`src/rtl/core/wbtc_pkg.sv`:
```
// ----------------------------------------------------------------------------
// wbtc_pkg
// Shared types and constants of the word boundary text chunker: default
// sizes, byte codes, flag layout, result record and sequencer states.
// ----------------------------------------------------------------------------
package wbtc_pkg;

  // Default sizes, handed to the top level parameters
  localparam int unsigned MAX_CHUNK_DEF    = 67;
  localparam int unsigned WINDOW_DEPTH_DEF = 68;
  localparam int unsigned OFFSET_BITS_DEF  = 16;

  // Fixed field widths
  localparam int unsigned CFG_W  = 7;
  localparam int unsigned BYTE_W = 8;
  localparam int unsigned OUT_W  = 16;
  localparam int unsigned FLAG_W = 2;

  // Chunk limit after reset
  localparam logic [CFG_W-1:0] LIMIT_RST = 7'd67;

  // Byte classification
  localparam logic [BYTE_W-1:0] SPACE_CHAR = 8'h20;
  localparam logic [BYTE_W-1:0] CONT_MASK  = 8'hC0;
  localparam logic [BYTE_W-1:0] CONT_CODE  = 8'h80;

  // Bit positions inside one window flag entry
  localparam int unsigned FLAG_SPACE_BIT = 0;
  localparam int unsigned FLAG_CONT_BIT  = 1;

  // One result record
  typedef struct packed {
    logic [OUT_W-1:0] chunk_start;
    logic [OUT_W-1:0] chunk_end;
    logic [OUT_W-1:0] chunk_index;
    logic             chunk_valid;
    logic             end_of_text;
    logic             overflow;
  } rec_t;

  // Sequencer states
  typedef enum logic [3:0] {
    S_IDLE,
    S_UPDATE,
    S_DECIDE,
    S_SP_RD,
    S_SP_CHK,
    S_CT_RD,
    S_CT_CHK,
    S_TR_RD,
    S_TR_CHK,
    S_EMIT,
    S_SK_RD,
    S_SK_CHK,
    S_ADV,
    S_FIN
  } state_e;

endpackage

```
`src/rtl/core/wbtc_if.sv`:
```
// ----------------------------------------------------------------------------
// wbtc_if
// Valid/ready channels of the chunker: text bytes in, chunk records out.
// ----------------------------------------------------------------------------
interface wbtc_in_if import wbtc_pkg::*; ();
  logic              valid;
  logic              ready;
  logic [BYTE_W-1:0] text_byte;
  logic              final_byte;

  modport source (output valid, output text_byte, output final_byte, input ready);
  modport sink   (input valid, input text_byte, input final_byte, output ready);
endinterface

interface wbtc_out_if import wbtc_pkg::*; ();
  logic             valid;
  logic             ready;
  logic [OUT_W-1:0] chunk_start;
  logic [OUT_W-1:0] chunk_end;
  logic [OUT_W-1:0] chunk_index;
  logic             chunk_valid;
  logic             end_of_text;
  logic             overflow;

  modport source (output valid, output chunk_start, output chunk_end,
                  output chunk_index, output chunk_valid, output end_of_text,
                  output overflow, input ready);
  modport sink   (input valid, input chunk_start, input chunk_end,
                  input chunk_index, input chunk_valid, input end_of_text,
                  input overflow, output ready);
endinterface

```
`src/rtl/core/word_boundary_text_chunker.sv`:
```
// ----------------------------------------------------------------------------
// word_boundary_text_chunker
// Streams text bytes in and reports word-wrapped chunk boundaries out.
// ----------------------------------------------------------------------------
// Takes one byte per transfer and returns chunk records (start, end, index)
// of at most chunk_limit bytes, split at the last space or, failing that, at
// the limit backed off to a UTF-8 character start. A byte that completes no
// chunk holds the input while it is taken, counted and stored, and decided
// on; the next byte is not taken before that. A byte that completes a chunk
// walks the flag window through one RAM read port, each flag probed with a
// read and then a check: the backward space search (up to L probes, with
// L = chunk_limit), the continuation back-off on a hard break (up to L),
// trailing-space trimming and the forward skip of spaces after the split,
// besides taking the byte, deciding, emitting and advancing the window.
// When the limit was lowered part-way through a text, the forward skip can
// pass further spaces. After the final byte, a remaining chunk is trimmed
// of trailing spaces and emitted as the closing record. A finished record
// waits in an output register while the next byte is taken; a second record
// of the same byte waits in the sequencer until that register is free.
// There is no clearing pass after reset.
module word_boundary_text_chunker import wbtc_pkg::*; #(
  parameter int unsigned MAX_CHUNK    = MAX_CHUNK_DEF,
  parameter int unsigned WINDOW_DEPTH = WINDOW_DEPTH_DEF,
  parameter int unsigned OFFSET_BITS  = OFFSET_BITS_DEF
) (
  input  logic             clk_i,
  input  logic             rst_ni,
  input  logic             cfg_we_i,
  input  logic [CFG_W-1:0] cfg_wdata_i,
  wbtc_in_if.sink          text_i,
  wbtc_out_if.source       chunk_o
);

  logic [CFG_W-1:0] chunk_limit_q;
  logic             push;
  logic             out_free;
  rec_t             rec_core;
  rec_t             rec_out;

  // Chunk limit register
  always_ff @(posedge clk_i or negedge rst_ni) begin
    if (!rst_ni) begin
      chunk_limit_q <= LIMIT_RST;
    end else if (cfg_we_i) begin
      chunk_limit_q <= cfg_wdata_i;
    end
  end

  // Sequencer and window
  wbtc_core #(
    .MAX_CHUNK    (MAX_CHUNK),
    .WINDOW_DEPTH (WINDOW_DEPTH),
    .OFFSET_BITS  (OFFSET_BITS)
  ) u_core (
    .clk_i         (clk_i),
    .rst_ni        (rst_ni),
    .chunk_limit_i (chunk_limit_q),
    .in_valid_i    (text_i.valid),
    .in_ready_o    (text_i.ready),
    .text_byte_i   (text_i.text_byte),
    .final_byte_i  (text_i.final_byte),
    .push_o        (push),
    .rec_o         (rec_core),
    .out_free_i    (out_free)
  );

  // Result register
  wbtc_out_stage u_out (
    .clk_i       (clk_i),
    .rst_ni      (rst_ni),
    .push_i      (push),
    .rec_i       (rec_core),
    .free_o      (out_free),
    .out_ready_i (chunk_o.ready),
    .out_valid_o (chunk_o.valid),
    .rec_o       (rec_out)
  );

  assign chunk_o.chunk_start = rec_out.chunk_start;
  assign chunk_o.chunk_end   = rec_out.chunk_end;
  assign chunk_o.chunk_index = rec_out.chunk_index;
  assign chunk_o.chunk_valid = rec_out.chunk_valid;
  assign chunk_o.end_of_text = rec_out.end_of_text;
  assign chunk_o.overflow    = rec_out.overflow;

endmodule

```
`src/rtl/core/wbtc_ram.sv`:
```
// ----------------------------------------------------------------------------
// wbtc_ram
// Generic single write port, single read port RAM with registered read.
// ----------------------------------------------------------------------------
module wbtc_ram #(
  parameter int unsigned WIDTH = 2,
  parameter int unsigned DEPTH = 68
) (
  input  logic                     clk_i,
  input  logic                     we_i,
  input  logic [$clog2(DEPTH)-1:0] waddr_i,
  input  logic [WIDTH-1:0]         wdata_i,
  input  logic [$clog2(DEPTH)-1:0] raddr_i,
  output logic [WIDTH-1:0]         rdata_o
);

  logic [WIDTH-1:0] mem_q [DEPTH];

  // Write port
  always_ff @(posedge clk_i) begin
    if (we_i) begin
      mem_q[waddr_i] <= wdata_i;
    end
  end

  // Registered read port
  always_ff @(posedge clk_i) begin
    rdata_o <= mem_q[raddr_i];
  end

endmodule

```
`src/rtl/core/wbtc_out_stage.sv`:
```
// ----------------------------------------------------------------------------
// wbtc_out_stage
// One-entry output register for result records; frees the sequencer as
// soon as the held record is transferred.
// ----------------------------------------------------------------------------
module wbtc_out_stage import wbtc_pkg::*; (
  input  logic clk_i,
  input  logic rst_ni,
  input  logic push_i,
  input  rec_t rec_i,
  output logic free_o,
  input  logic out_ready_i,
  output logic out_valid_o,
  output rec_t rec_o
);

  logic valid_q, valid_d;
  rec_t rec_q;

  // Slot is free when empty or being drained this cycle
  assign free_o = !valid_q || out_ready_i;

  always_comb begin
    valid_d = valid_q;
    if (push_i) begin
      valid_d = 1'b1;
    end else if (out_ready_i) begin
      valid_d = 1'b0;
    end
  end

  always_ff @(posedge clk_i or negedge rst_ni) begin
    if (!rst_ni) begin
      valid_q <= 1'b0;
    end else begin
      valid_q <= valid_d;
    end
  end

  // Record payload, no reset
  always_ff @(posedge clk_i) begin
    if (push_i) begin
      rec_q <= rec_i;
    end
  end

  assign out_valid_o = valid_q;
  assign rec_o       = rec_q;

endmodule

```
`src/rtl/core/wbtc_core.sv`:
```
// ----------------------------------------------------------------------------
// wbtc_core
// Sequencer and datapath: keeps the flag window in a circular RAM and walks
// it one probe at a time through a shared address unit to find each split.
// ----------------------------------------------------------------------------
module wbtc_core import wbtc_pkg::*; #(
  parameter int unsigned MAX_CHUNK    = MAX_CHUNK_DEF,
  parameter int unsigned WINDOW_DEPTH = WINDOW_DEPTH_DEF,
  parameter int unsigned OFFSET_BITS  = OFFSET_BITS_DEF
) (
  input  logic              clk_i,
  input  logic              rst_ni,
  input  logic [CFG_W-1:0]  chunk_limit_i,
  input  logic              in_valid_i,
  output logic              in_ready_o,
  input  logic [BYTE_W-1:0] text_byte_i,
  input  logic              final_byte_i,
  output logic              push_o,
  output rec_t              rec_o,
  input  logic              out_free_i
);

  localparam int unsigned SPAN   = (WINDOW_DEPTH > MAX_CHUNK) ? WINDOW_DEPTH : MAX_CHUNK;
  localparam int unsigned IDX_W  = $clog2(SPAN + 1);
  localparam int unsigned ADDR_W = $clog2(WINDOW_DEPTH);
  localparam int unsigned SUM_W  = IDX_W + 1;

  localparam logic [IDX_W-1:0] ONE     = IDX_W'(1);
  localparam logic [IDX_W-1:0] LIM_MAX = IDX_W'(MAX_CHUNK);
  localparam logic [IDX_W-1:0] DEPTH_I = IDX_W'(WINDOW_DEPTH);
  localparam logic [SUM_W-1:0] DEPTH_S = SUM_W'(WINDOW_DEPTH);

  // Saturating offset add
  function automatic logic [OFFSET_BITS-1:0] sat_add(input logic [OFFSET_BITS-1:0] a,
                                                     input logic [IDX_W-1:0]       b);
    logic [OFFSET_BITS:0] s;
    s = {1'b0, a} + (OFFSET_BITS+1)'(b);
    return s[OFFSET_BITS] ? '1 : s[OFFSET_BITS-1:0];
  endfunction

  state_e state_q, state_d;

  logic                   sp_q, sp_d;
  logic                   ct_q, ct_d;
  logic                   fin_q, fin_d;
  logic [IDX_W-1:0]       lim_q, lim_d;
  logic [IDX_W-1:0]       fill_q, fill_d;
  logic [ADDR_W-1:0]      head_q, head_d;
  logic [OFFSET_BITS-1:0] base_q, base_d;
  logic [OFFSET_BITS-1:0] count_q, count_d;
  logic                   skip_q, skip_d;
  logic [OUT_W-1:0]       chunks_q, chunks_d;
  logic                   ovf_q, ovf_d;
  logic [IDX_W-1:0]       j_q, j_d;
  logic [IDX_W-1:0]       e_q, e_d;
  logic [IDX_W-1:0]       nxt_q, nxt_d;
  logic                   fmode_q, fmode_d;

  logic [IDX_W-1:0]  rel;
  logic [SUM_W-1:0]  sum;
  logic [ADDR_W-1:0] phys;
  logic              ram_we;
  logic [FLAG_W-1:0] wflags;
  logic [FLAG_W-1:0] rflags;
  logic              rd_sp;
  logic              rd_ct;
  logic [IDX_W-1:0]  lim_in;
  logic              clear;

  // Shared address unit: relative window index to physical RAM slot
  always_comb begin
    case (state_q)
      S_UPDATE: rel = fill_q;
      S_TR_RD:  rel = e_q - ONE;
      default:  rel = j_q;
    endcase
  end
  assign sum  = SUM_W'(head_q) + SUM_W'(rel);
  assign phys = (sum >= DEPTH_S) ? ADDR_W'(sum - DEPTH_S) : ADDR_W'(sum);

  // Flag window
  assign wflags = {ct_q, sp_q};

  wbtc_ram #(
    .WIDTH (FLAG_W),
    .DEPTH (WINDOW_DEPTH)
  ) u_window (
    .clk_i   (clk_i),
    .we_i    (ram_we),
    .waddr_i (phys),
    .wdata_i (wflags),
    .raddr_i (phys),
    .rdata_o (rflags)
  );

  assign rd_sp = rflags[FLAG_SPACE_BIT];
  assign rd_ct = rflags[FLAG_CONT_BIT];

  // Limit clamped to 1..MAX_CHUNK
  always_comb begin
    if (chunk_limit_i == '0) begin
      lim_in = ONE;
    end else if (32'(chunk_limit_i) > MAX_CHUNK) begin
      lim_in = LIM_MAX;
    end else begin
      lim_in = IDX_W'(chunk_limit_i);
    end
  end

  // Next state
  always_comb begin
    state_d = state_q;
    case (state_q)
      S_IDLE:   if (in_valid_i) state_d = S_UPDATE;
      S_UPDATE: state_d = S_DECIDE;
      S_DECIDE: begin
        if (fill_q > lim_q) begin
          state_d = S_SP_RD;
        end else if (fin_q) begin
          state_d = S_FIN;
        end else begin
          state_d = S_IDLE;
        end
      end
      S_SP_RD:  state_d = S_SP_CHK;
      S_SP_CHK: begin
        if (rd_sp) begin
          state_d = S_TR_RD;
        end else if (j_q == ONE) begin
          state_d = S_CT_RD;
        end else begin
          state_d = S_SP_RD;
        end
      end
      S_CT_RD:  state_d = S_CT_CHK;
      S_CT_CHK: state_d = (rd_ct && (j_q != ONE)) ? S_CT_RD : S_TR_RD;
      S_TR_RD:  state_d = (e_q == '0) ? S_EMIT : S_TR_CHK;
      S_TR_CHK: state_d = rd_sp ? S_TR_RD : S_EMIT;
      S_EMIT: begin
        if (out_free_i) begin
          state_d = fmode_q ? S_IDLE : S_SK_RD;
        end
      end
      S_SK_RD:  state_d = (j_q >= fill_q) ? S_ADV : S_SK_CHK;
      S_SK_CHK: state_d = rd_sp ? S_SK_RD : S_ADV;
      S_ADV:    state_d = fin_q ? S_FIN : S_IDLE;
      S_FIN: begin
        if (fill_q != '0) begin
          state_d = S_TR_RD;
        end else if (out_free_i) begin
          state_d = S_IDLE;
        end
      end
      default:  state_d = S_IDLE;
    endcase
  end

  // Datapath and outputs
  always_comb begin
    sp_d     = sp_q;
    ct_d     = ct_q;
    fin_d    = fin_q;
    lim_d    = lim_q;
    fill_d   = fill_q;
    head_d   = head_q;
    base_d   = base_q;
    count_d  = count_q;
    skip_d   = skip_q;
    chunks_d = chunks_q;
    ovf_d    = ovf_q;
    j_d      = j_q;
    e_d      = e_q;
    nxt_d    = nxt_q;
    fmode_d  = fmode_q;
    ram_we   = 1'b0;
    push_o   = 1'b0;
    clear    = 1'b0;
    in_ready_o = 1'b0;
    rec_o.chunk_start = OUT_W'(base_q);
    rec_o.chunk_end   = OUT_W'(sat_add(base_q, e_q));
    rec_o.chunk_index = chunks_q;
    rec_o.chunk_valid = 1'b1;
    rec_o.end_of_text = fmode_q;
    rec_o.overflow    = ovf_q;

    case (state_q)
      // Take a byte and classify it
      S_IDLE: begin
        in_ready_o = 1'b1;
        if (in_valid_i) begin
          sp_d  = (text_byte_i == SPACE_CHAR);
          ct_d  = ((text_byte_i & CONT_MASK) == CONT_CODE);
          fin_d = final_byte_i;
          lim_d = lim_in;
        end
      end
      // Count the byte, then skip it or append its flags
      S_UPDATE: begin
        if (count_q == '1) begin
          ovf_d = 1'b1;
        end else begin
          count_d = count_q + 1'b1;
        end
        if (skip_q && sp_q) begin
          base_d = sat_add(base_q, ONE);
        end else begin
          skip_d = 1'b0;
          if (fill_q < DEPTH_I) begin
            ram_we = 1'b1;
            fill_d = fill_q + ONE;
          end
        end
      end
      S_DECIDE: begin
        j_d     = lim_q;
        fmode_d = 1'b0;
      end
      // Last space at or before the limit
      S_SP_CHK: begin
        if (rd_sp) begin
          e_d   = j_q;
          nxt_d = j_q;
        end else if (j_q == ONE) begin
          j_d = lim_q;
        end else begin
          j_d = j_q - ONE;
        end
      end
      // Hard break, backing off continuation bytes
      S_CT_CHK: begin
        if (rd_ct) begin
          if (j_q == ONE) begin
            e_d   = lim_q;
            nxt_d = lim_q;
          end else begin
            j_d = j_q - ONE;
          end
        end else begin
          e_d   = j_q;
          nxt_d = j_q;
        end
      end
      // Trim trailing spaces
      S_TR_CHK: begin
        if (rd_sp) begin
          e_d = e_q - ONE;
        end
      end
      S_EMIT: begin
        push_o = out_free_i;
        if (out_free_i) begin
          if (fmode_q) begin
            clear = 1'b1;
          end else begin
            chunks_d = chunks_q + 1'b1;
            j_d      = nxt_q;
          end
        end
      end
      // Skip spaces after the split
      S_SK_RD: begin
        if (j_q >= fill_q) begin
          j_d    = fill_q;
          skip_d = 1'b1;
        end
      end
      S_SK_CHK: begin
        if (rd_sp) begin
          j_d = j_q + ONE;
        end
      end
      // Drop the consumed part of the window
      S_ADV: begin
        head_d = phys;
        fill_d = fill_q - j_q;
        base_d = sat_add(base_q, j_q);
      end
      // End of text: last chunk or an empty closing record
      S_FIN: begin
        if (fill_q != '0) begin
          e_d     = fill_q;
          fmode_d = 1'b1;
        end else begin
          rec_o.chunk_start = OUT_W'(count_q);
          rec_o.chunk_end   = OUT_W'(count_q);
          rec_o.chunk_valid = 1'b0;
          rec_o.end_of_text = 1'b1;
          push_o = out_free_i;
          clear  = out_free_i;
        end
      end
      default: begin
      end
    endcase

    if (clear) begin
      fill_d   = '0;
      head_d   = '0;
      base_d   = '0;
      count_d  = '0;
      skip_d   = 1'b0;
      chunks_d = '0;
      ovf_d    = 1'b0;
    end
  end

  // Control state
  always_ff @(posedge clk_i or negedge rst_ni) begin
    if (!rst_ni) begin
      state_q  <= S_IDLE;
      fin_q    <= 1'b0;
      lim_q    <= LIM_MAX;
      fill_q   <= '0;
      head_q   <= '0;
      base_q   <= '0;
      count_q  <= '0;
      skip_q   <= 1'b0;
      chunks_q <= '0;
      ovf_q    <= 1'b0;
      j_q      <= '0;
      e_q      <= '0;
      nxt_q    <= '0;
      fmode_q  <= 1'b0;
    end else begin
      state_q  <= state_d;
      fin_q    <= fin_d;
      lim_q    <= lim_d;
      fill_q   <= fill_d;
      head_q   <= head_d;
      base_q   <= base_d;
      count_q  <= count_d;
      skip_q   <= skip_d;
      chunks_q <= chunks_d;
      ovf_q    <= ovf_d;
      j_q      <= j_d;
      e_q      <= e_d;
      nxt_q    <= nxt_d;
      fmode_q  <= fmode_d;
    end
  end

  // Byte class, no reset
  always_ff @(posedge clk_i) begin
    sp_q <= sp_d;
    ct_q <= ct_d;
  end

endmodule

```
`src/flat_wrapper.sv`:
```
// flat-port wrapper written by rule: the top's interface ports become plain ports
module word_boundary_text_chunker_flat import wbtc_pkg::*;
#(
  parameter int unsigned MAX_CHUNK    = MAX_CHUNK_DEF,
  parameter int unsigned WINDOW_DEPTH = WINDOW_DEPTH_DEF,
  parameter int unsigned OFFSET_BITS  = OFFSET_BITS_DEF
)
  (clk_i, rst_ni, cfg_we_i, cfg_wdata_i, text_i_valid, text_i_text_byte, text_i_final_byte, text_i_ready, chunk_o_valid, chunk_o_chunk_start, chunk_o_chunk_end, chunk_o_chunk_index, chunk_o_chunk_valid, chunk_o_end_of_text, chunk_o_overflow, chunk_o_ready);
  wbtc_in_if text_i_i ();
  wbtc_out_if chunk_o_i ();
  input  logic clk_i;
  input  logic rst_ni;
  input  logic cfg_we_i;
  input  logic [CFG_W-1:0] cfg_wdata_i;
  input wire logic [$bits(text_i_i.valid)-1:0] text_i_valid;
  input wire logic [$bits(text_i_i.text_byte)-1:0] text_i_text_byte;
  input wire logic [$bits(text_i_i.final_byte)-1:0] text_i_final_byte;
  output wire logic [$bits(text_i_i.ready)-1:0] text_i_ready;
  output wire logic [$bits(chunk_o_i.valid)-1:0] chunk_o_valid;
  output wire logic [$bits(chunk_o_i.chunk_start)-1:0] chunk_o_chunk_start;
  output wire logic [$bits(chunk_o_i.chunk_end)-1:0] chunk_o_chunk_end;
  output wire logic [$bits(chunk_o_i.chunk_index)-1:0] chunk_o_chunk_index;
  output wire logic [$bits(chunk_o_i.chunk_valid)-1:0] chunk_o_chunk_valid;
  output wire logic [$bits(chunk_o_i.end_of_text)-1:0] chunk_o_end_of_text;
  output wire logic [$bits(chunk_o_i.overflow)-1:0] chunk_o_overflow;
  input wire logic [$bits(chunk_o_i.ready)-1:0] chunk_o_ready;
  assign text_i_i.valid = text_i_valid;
  assign text_i_i.text_byte = text_i_text_byte;
  assign text_i_i.final_byte = text_i_final_byte;
  assign text_i_ready = text_i_i.ready;
  assign chunk_o_valid = chunk_o_i.valid;
  assign chunk_o_chunk_start = chunk_o_i.chunk_start;
  assign chunk_o_chunk_end = chunk_o_i.chunk_end;
  assign chunk_o_chunk_index = chunk_o_i.chunk_index;
  assign chunk_o_chunk_valid = chunk_o_i.chunk_valid;
  assign chunk_o_end_of_text = chunk_o_i.end_of_text;
  assign chunk_o_overflow = chunk_o_i.overflow;
  assign chunk_o_i.ready = chunk_o_ready;
  word_boundary_text_chunker #(.MAX_CHUNK(MAX_CHUNK), .WINDOW_DEPTH(WINDOW_DEPTH), .OFFSET_BITS(OFFSET_BITS)) u_core (.clk_i(clk_i), .rst_ni(rst_ni), .cfg_we_i(cfg_we_i), .cfg_wdata_i(cfg_wdata_i), .text_i(text_i_i), .chunk_o(chunk_o_i));
endmodule
```
`config.mk`:
```
export PLATFORM = sky130hd
export DESIGN_NAME = word_boundary_text_chunker_flat
export DESIGN_NICKNAME = d
export VERILOG_FILES = /design/src/rtl/core/wbtc_pkg.sv /design/src/rtl/core/wbtc_if.sv /design/src/rtl/core/word_boundary_text_chunker.sv /design/src/rtl/core/wbtc_ram.sv /design/src/rtl/core/wbtc_out_stage.sv /design/src/rtl/core/wbtc_core.sv /design/src/flat_wrapper.sv
export SDC_FILE = /design/constraint.sdc
export NUM_CORES = 1
export LEC_CHECK = 0
export BUFFER_PORTS_ARGS = -buffer_cell sky130_fd_sc_hd__buf_2
export CAP_MARGIN = 20
export CORE_AREA = 2 2 241 243
export CTS_CLUSTER_SIZE = 40
export DETAILED_ROUTE_END_ITERATION = 16
export DIE_AREA = 0 0 243 245
export SYNTH_ARGS = -nofsm -noshare
export SYNTH_HDL_FRONTEND = slang
export SYNTH_SLANG_ARGS = --single-unit
export TNS_END_PERCENT = 100
```
`constraint.sdc`:
```
create_clock -name clk_i -period 6.5 [get_ports clk_i]
set_input_delay 0.325 -clock clk_i [delete_from_list [all_inputs] [get_ports clk_i]]
set_output_delay 0.325 -clock clk_i [all_outputs]
set_load 0.03 [all_outputs]
```
# [Word-level counts from Yosys, hierarchy flattened]
# Memory sizes are Yosys's and may differ from the RTL's. A register that Yosys moved wholly into a read port is not among the register bits.
# Index checks and enable logic that the tools add are counted.
[totals] ff_bits=159 mem_bits_rw=136 in_bits=21 output_inout_bits=53 wordCells=191 memories=1
[memory_table] name="u_core.u_core.u_window.mem_q" words=68 word_bits=2 read_ports=1 rd_ports_with_merged_regs=1 wr=1 line="wbtc_ram.sv:17" rtl="logic [WIDTH-1:0] mem_q [DEPTH];"
[classes] addsub=12 n_lt_le_gt_ge=5 eq_ne=37 muxes=80 reduce_logical=32
[op_table] op="$mux W16" count=12
[op_table] op="$mux W7" count=21
[op_table] op="$mux W32" count=2
[op_table] op="$pmux W4 S14" count=1
[op_table] op="$pmux W7 S2" count=3
[op_table] op="$pmux W7 S6" count=1
[op_table] op="$add A16 B7 Y17" count=2
[op_table] op="$add A16 B1 Y16 const B" count=2
[op_table] op="$mux W4" count=8
[op_table] op="$pmux W16 S2" count=1
[op_table] op="$pmux W7 S4" count=1
[op_table] op="$eq A4 B4 Y1 const B" count=6
[op_table] op="$mux W1" count=20
[op_table] op="$ne A3 B3 Y1 const B" count=6
[op_table] op="$add A16 B1 Y17 const B" count=1
[op_table] op="$eq A16 B16 Y1 const B" count=1
[op_table] op="$eq A4 B3 Y1 const B" count=4
[op_table] op="$ne A2 B2 Y1 const B" count=8
[op_table] op="$reduce_bool A2 Y1" count=8
[op_table] op="$reduce_and A3 Y1" count=5
[op_table] op="$add A7 B1 Y7 const B" count=2
[op_table] op="$logic_not A7 Y1" count=2
[op_table] op="$sub A7 B1 Y7 const B" count=2
[op_table] op="$mux W3" count=4
[op_table] op="other kinds (28)" count=43

# [Longest topological paths before layout]
[logic_depth] ltp_word=7 depth_mapped=23 mapped_depth_nobuf=19

# [Cells and area by module]
# A second synthesis with hierarchy kept.
[hier_totals] cells_unflattened=1450 area_unflattened_um2=16065.4
[by_module_without_submodules] module="wbtc_core" n_inst=1 cells_per_inst=1041 area_each_um2=8461.9 seq_area_each_um2=2516.2
[by_module_without_submodules] module="wbtc_ram" n_inst=1 cells_per_inst=340 area_each_um2=5729.2 seq_area_each_um2=4124.0
[by_module_without_submodules] module="wbtc_out_stage" n_inst=1 cells_per_inst=54 area_each_um2=1579.0 seq_area_each_um2=1556.5
[by_module_without_submodules] module="word_boundary_text_chunker" n_inst=1 cells_per_inst=15 area_each_um2=295.3 seq_area_each_um2=178.9

# [Worst setup path after synthesis]
# OpenSTA, ideal clock, no wires.
[synth_path] path_kind="reg2reg" startpoint="register u_core.u_core.state_q[0]" endpoint="memory u_core.u_core.u_window.mem_q[3][0] (enable)" setup_ps=311 arrival_ps=4445 required_time_ps=6189 setup_slack_ps=1743 stages_incl_launch_ff=19 path_buffers=4 period_less_slack_ps=4757 cell_sequence="dfrtp_1 -> clkbuf_2 -> clkbuf_1 -> clkbuf_1 -> a31oi_1 -> nand2_1 -> o221ai_1 -> ha_1 -> fa_1 -> xor2_1 -> inv_1 -> ha_1 -> clkbuf_1 -> o21ai_4 -> or4_4 -> a21oi_2 -> o21a_2 -> nand2_1 -> nor2_1"
[synth_between] elab_chain_cells=5 word_cells_on_any_way=10 cone_classes="2 x add/sub; 1 x order compare; 2 x eq/ne; 5 x mux"
[synth_rtl] element="from (decl)" line="wbtc_core.sv:41" rtl="state_e state_q, state_d;"
[synth_rtl] element="from (signal assigned)" line="wbtc_core.sv:325" rtl="state_q <= state_d;"
[synth_rtl] element="$eq A4 B3 Y1 or $eq A4 B1 Y1 (tied branches)" line="wbtc_core.sv:72, wbtc_core.sv:186"
[synth_rtl] element="$pmux W7 S2" line="wbtc_core.sv:72" rtl="case (state_q)"
[synth_rtl] element="$add A7 B7 Y8" line="wbtc_core.sv:78" rtl="assign sum = SUM_W'(head_q) + SUM_W'(rel);"
[synth_rtl] element="$sub A7 B7 Y7 or $ge A8 B7 Y1 (tied branches)" line="wbtc_core.sv:79" rtl="assign phys = (sum >= DEPTH_S) ? ADDR_W'(sum - DEPTH_S) : ADDR_W'(sum);"
[synth_rtl] element="$mux W7" line="wbtc_core.sv:79"
[synth_rtl] element="to (decl)" line="wbtc_ram.sv:17"
# Parallel ways exist; a longest one is shown, timed or not.

# [Worst setup path after layout]
[layout_path] startpoint="register u_core.u_core.state_q[3]" endpoint="memory u_core.u_core.u_window.mem_q[47][1] (enable)"
# Same word-level chain as after synthesis.

==> results.cfg <==
[logic_synthesis]
yosys_warnings = 0
synth-xor-area-share_pct = 3.43
synthAdderAreaFrac_pct = 4.15
syn_area_per_cell_um2 = 10.9
synth_edf_count = 189
synth_top_cell_by_area = edfxtp_1
ys_seq_area_share_pct = 53.0
synth_compound_area_share_pct = 13.5
muxShareOfSynthArea_pct = 7.68
yosysTopAreaCellShare_pct = 35.9
synth_area_leaders = edfxtp_1 36%, dfrtp_1 16%, mux4_2 4.8%
ys_ff_latch = 297
yosys-top-cells-count = 189 x edfxtp_1, 170 x nand2_1, 169 x nor2_1
ys_async_sr_fraction_pct = 35.7
netlist_area_um2 = 15800
synth_cell_types = 93
synth_top_family_by_area = simple AND/OR/NAND/NOR gates
synth_cells = 1446
syn-num-nets = 1517
synth_flop_cell = edfxtp_1
post-synth-top-count-cell = edfxtp_1
synth_simple_gate_area_share_pct = 15.3

[grt]
grt.total_usage_pct = 13.5
antenna_found_initial = 0
grt_pass1_vias = 11500
grt_pass1_wl_mm = 64.8
grt-ovfl-total = 0
grt_max_degree = 71

[critical_path]
crit_chain = nor2_1 > and2_1 > a31oi_1 > nand2_1 > o221ai_1 > ha_2 > fa_2 > xor2_1 > ha_1 > nor3b_1 > or4_4 > nand3_2 > nand2_2 > nand4_1 > nor2_1
path_class = reg2reg
max_stage_delay_ns = 0.59
cp-end-kind = flop
critPathMaxFanout = 16
crit_arrival_ns = 5.92
cp_slowest_cell = nand4_1
crit_top_cell = nor2_1
start_kind = flop
rrSetupSlack_ns = 0.78
required_ns = 6.70

[timing]
layout_min_cycle_time_ns = 5.72
rsz0062_at_grt = false
maxSlewHeadroom_pct = 32.2
setup_viol = 0
hold_viol = 0
worst_pin_slew_ns = 1.01
min_period_over_period_pct = 88.0
slew_viol_final = 0
finClkSkew_ns = 0.0221
finalSetupTns_ns = 0
fmax_mhz = 175

[detailed_routing]
top_layer_used = met4
wl_met3_mm = 2.58
num_vias = 11700
wl_met2_mm = 18.7
vias_per_cell = 5.09
drt-initial-drc-count = 1098
wl_per_cell_um = 17.7
first_pass_iters = 5
wl_met1_mm = 18.0
ant_nets = 0
drc_errors = 0
finalWirelength_mm = 40.5

[final_layout]
diodes = 0
post-route-util_pct = 31.8
layout.nets = 1574
fillers = 5811
multi_input_area_um2 = 6970
layout-drive-gt1-share_pct = 15.2
regArea_um2 = 8380
syn_to_final_growth_pct = 14.6
layout.cells.non_filler = 2293

[worst_hold_path]
hold_class = in2reg

[floorplan]
dieArea_um2 = 59500
start_util_pct = 27.7
row_count = 88
io_pins = 74
core-area_um2 = 57000
dieWidth_um = 243
die_h_um = 245

[clocking]
clock_latency_ns = 0.53
numCtsBuffers = 34
tritoncts = built
cts-htree-levels = 2
cts_resized = 0
clock_sink_count = 297
cts_buffer_depth = 3
clkTransAtPathRegs_ns = 0.06
cts_root_buf = clkbuf_16

[placed_design]
dp.cells = 2231
dp_hpwl_mm = 27.9
place_congestion = 0.902
place.port_buffers = 73

[flow_run]
cap_violations = 0

[run_status]
status = finished clean
## state kept, by name, summed over array words and instances, names as in the netlist, 16 cells and up
name / count
u_core.u_core.u_window.mem_q: 136
u_core.u_out.rec_o: 51
u_core.u_core.base_q: 16
u_core.u_core.chunks_q: 16
u_core.u_core.count_q: 16
## critical path: cells and delay by family (launching register included)
| kind | cells | cell delay [ns] |
|---|---|---|
| compound gates | 2 | 0.36 |
| flops | 1 | 0.55 |
| xor+xnor | 1 | 0.49 |
| simple gates | 9 | 3.18 |
| fa+ha+maj | 3 | 0.82 |
## cells in the final DEF (no fill, tap or decap), types with 34 or more instances in the layout
cell type,instances
ha_1,45
dfrtp_1,100
nor2_1,169
nand2_1,170
edfxtp_1,189
o21ai_0,96
xnor2_1,41
inv_1,51
a21oi_1,74
clkbuf_16,35
mux4_2,34
nand3_1,47
buf_2,72
## path summary, 6_finish.rpt
path,depth (start not counted),end,from
min,2,u_core.u_core.fin_q$_DFFE_PN0P_,text_i_final_byte
max,15,u_core.u_core.u_window.mem_q[47][1]$_DFFE_PP_,u_core.u_core.state_q[3]$_DFFE_PN0P_
min reg2reg,0,u_core.u_out.rec_o[0]$_DFFE_PP_,u_core.u_core.ovf_q$_DFFE_PN0P_
min in group asynchronous,2,u_core.u_core.base_q[11]$_DFFE_PN0P_,rst_ni
max in group asynchronous,3,u_core.u_core.nxt_q[1]$_DFFE_PN0P_,rst_ni
max reg2reg,15,u_core.u_core.u_window.mem_q[47][1]$_DFFE_PP_,u_core.u_core.state_q[3]$_DFFE_PN0P_
## metrics by stage
stage               setup WS [ns]  instance area (µm²)  hold slack [ns]
global route                0.455                18100           0.0274
detailed placement          0.901                17000            0.388
finish                      0.781                18100           0.0407
floorplan                    1.74                15800           0.0294
global placement             1.16                17000            0.387
CTS                         0.856                18100           0.0208
## cell type report
type / instances / area share (%)
flip-flops and latches: 297 / 46.2
multi-input cells: 1029 / 38.5
well taps: 765 / 5.28
clock buffers: 41 / 4.96
repair buffers: 88 / 2.67
clock inverters: 20 / 1.28
inverters: 53 / 1.10
## cell families (layout without fill, tap and decap cells)
logic type / after synthesis / in the layout
AOI/OAI and AO/OA: 320 / 320
buffers and inverters: 120 / 202
xor gates and xnor gates: 61 / 61
and+or+nand+nor: 521 / 521
DFF: 297 / 297
adders and majority gates: 50 / 50
muxes: 77 / 77
## metal layers
metal,vias up,track usage (%)
met2,435,21.8
met5,-,0
met4,0,4.47
li1,5453,-
met3,81,2.62
met1,5712,18.1
## what timing repair did
| action | 4_1_cts | 5_1_grt |
|---|---|---|
| hold buffers | 1 | 0 |
| endpoints found under the hold margin | 41 | 0 |
| buffers inserted | 0 | 0 |
Power is left out: the tool's default activity adds up to more than one toggle a clock period on the data nets, which glitch-free logic cannot reach.
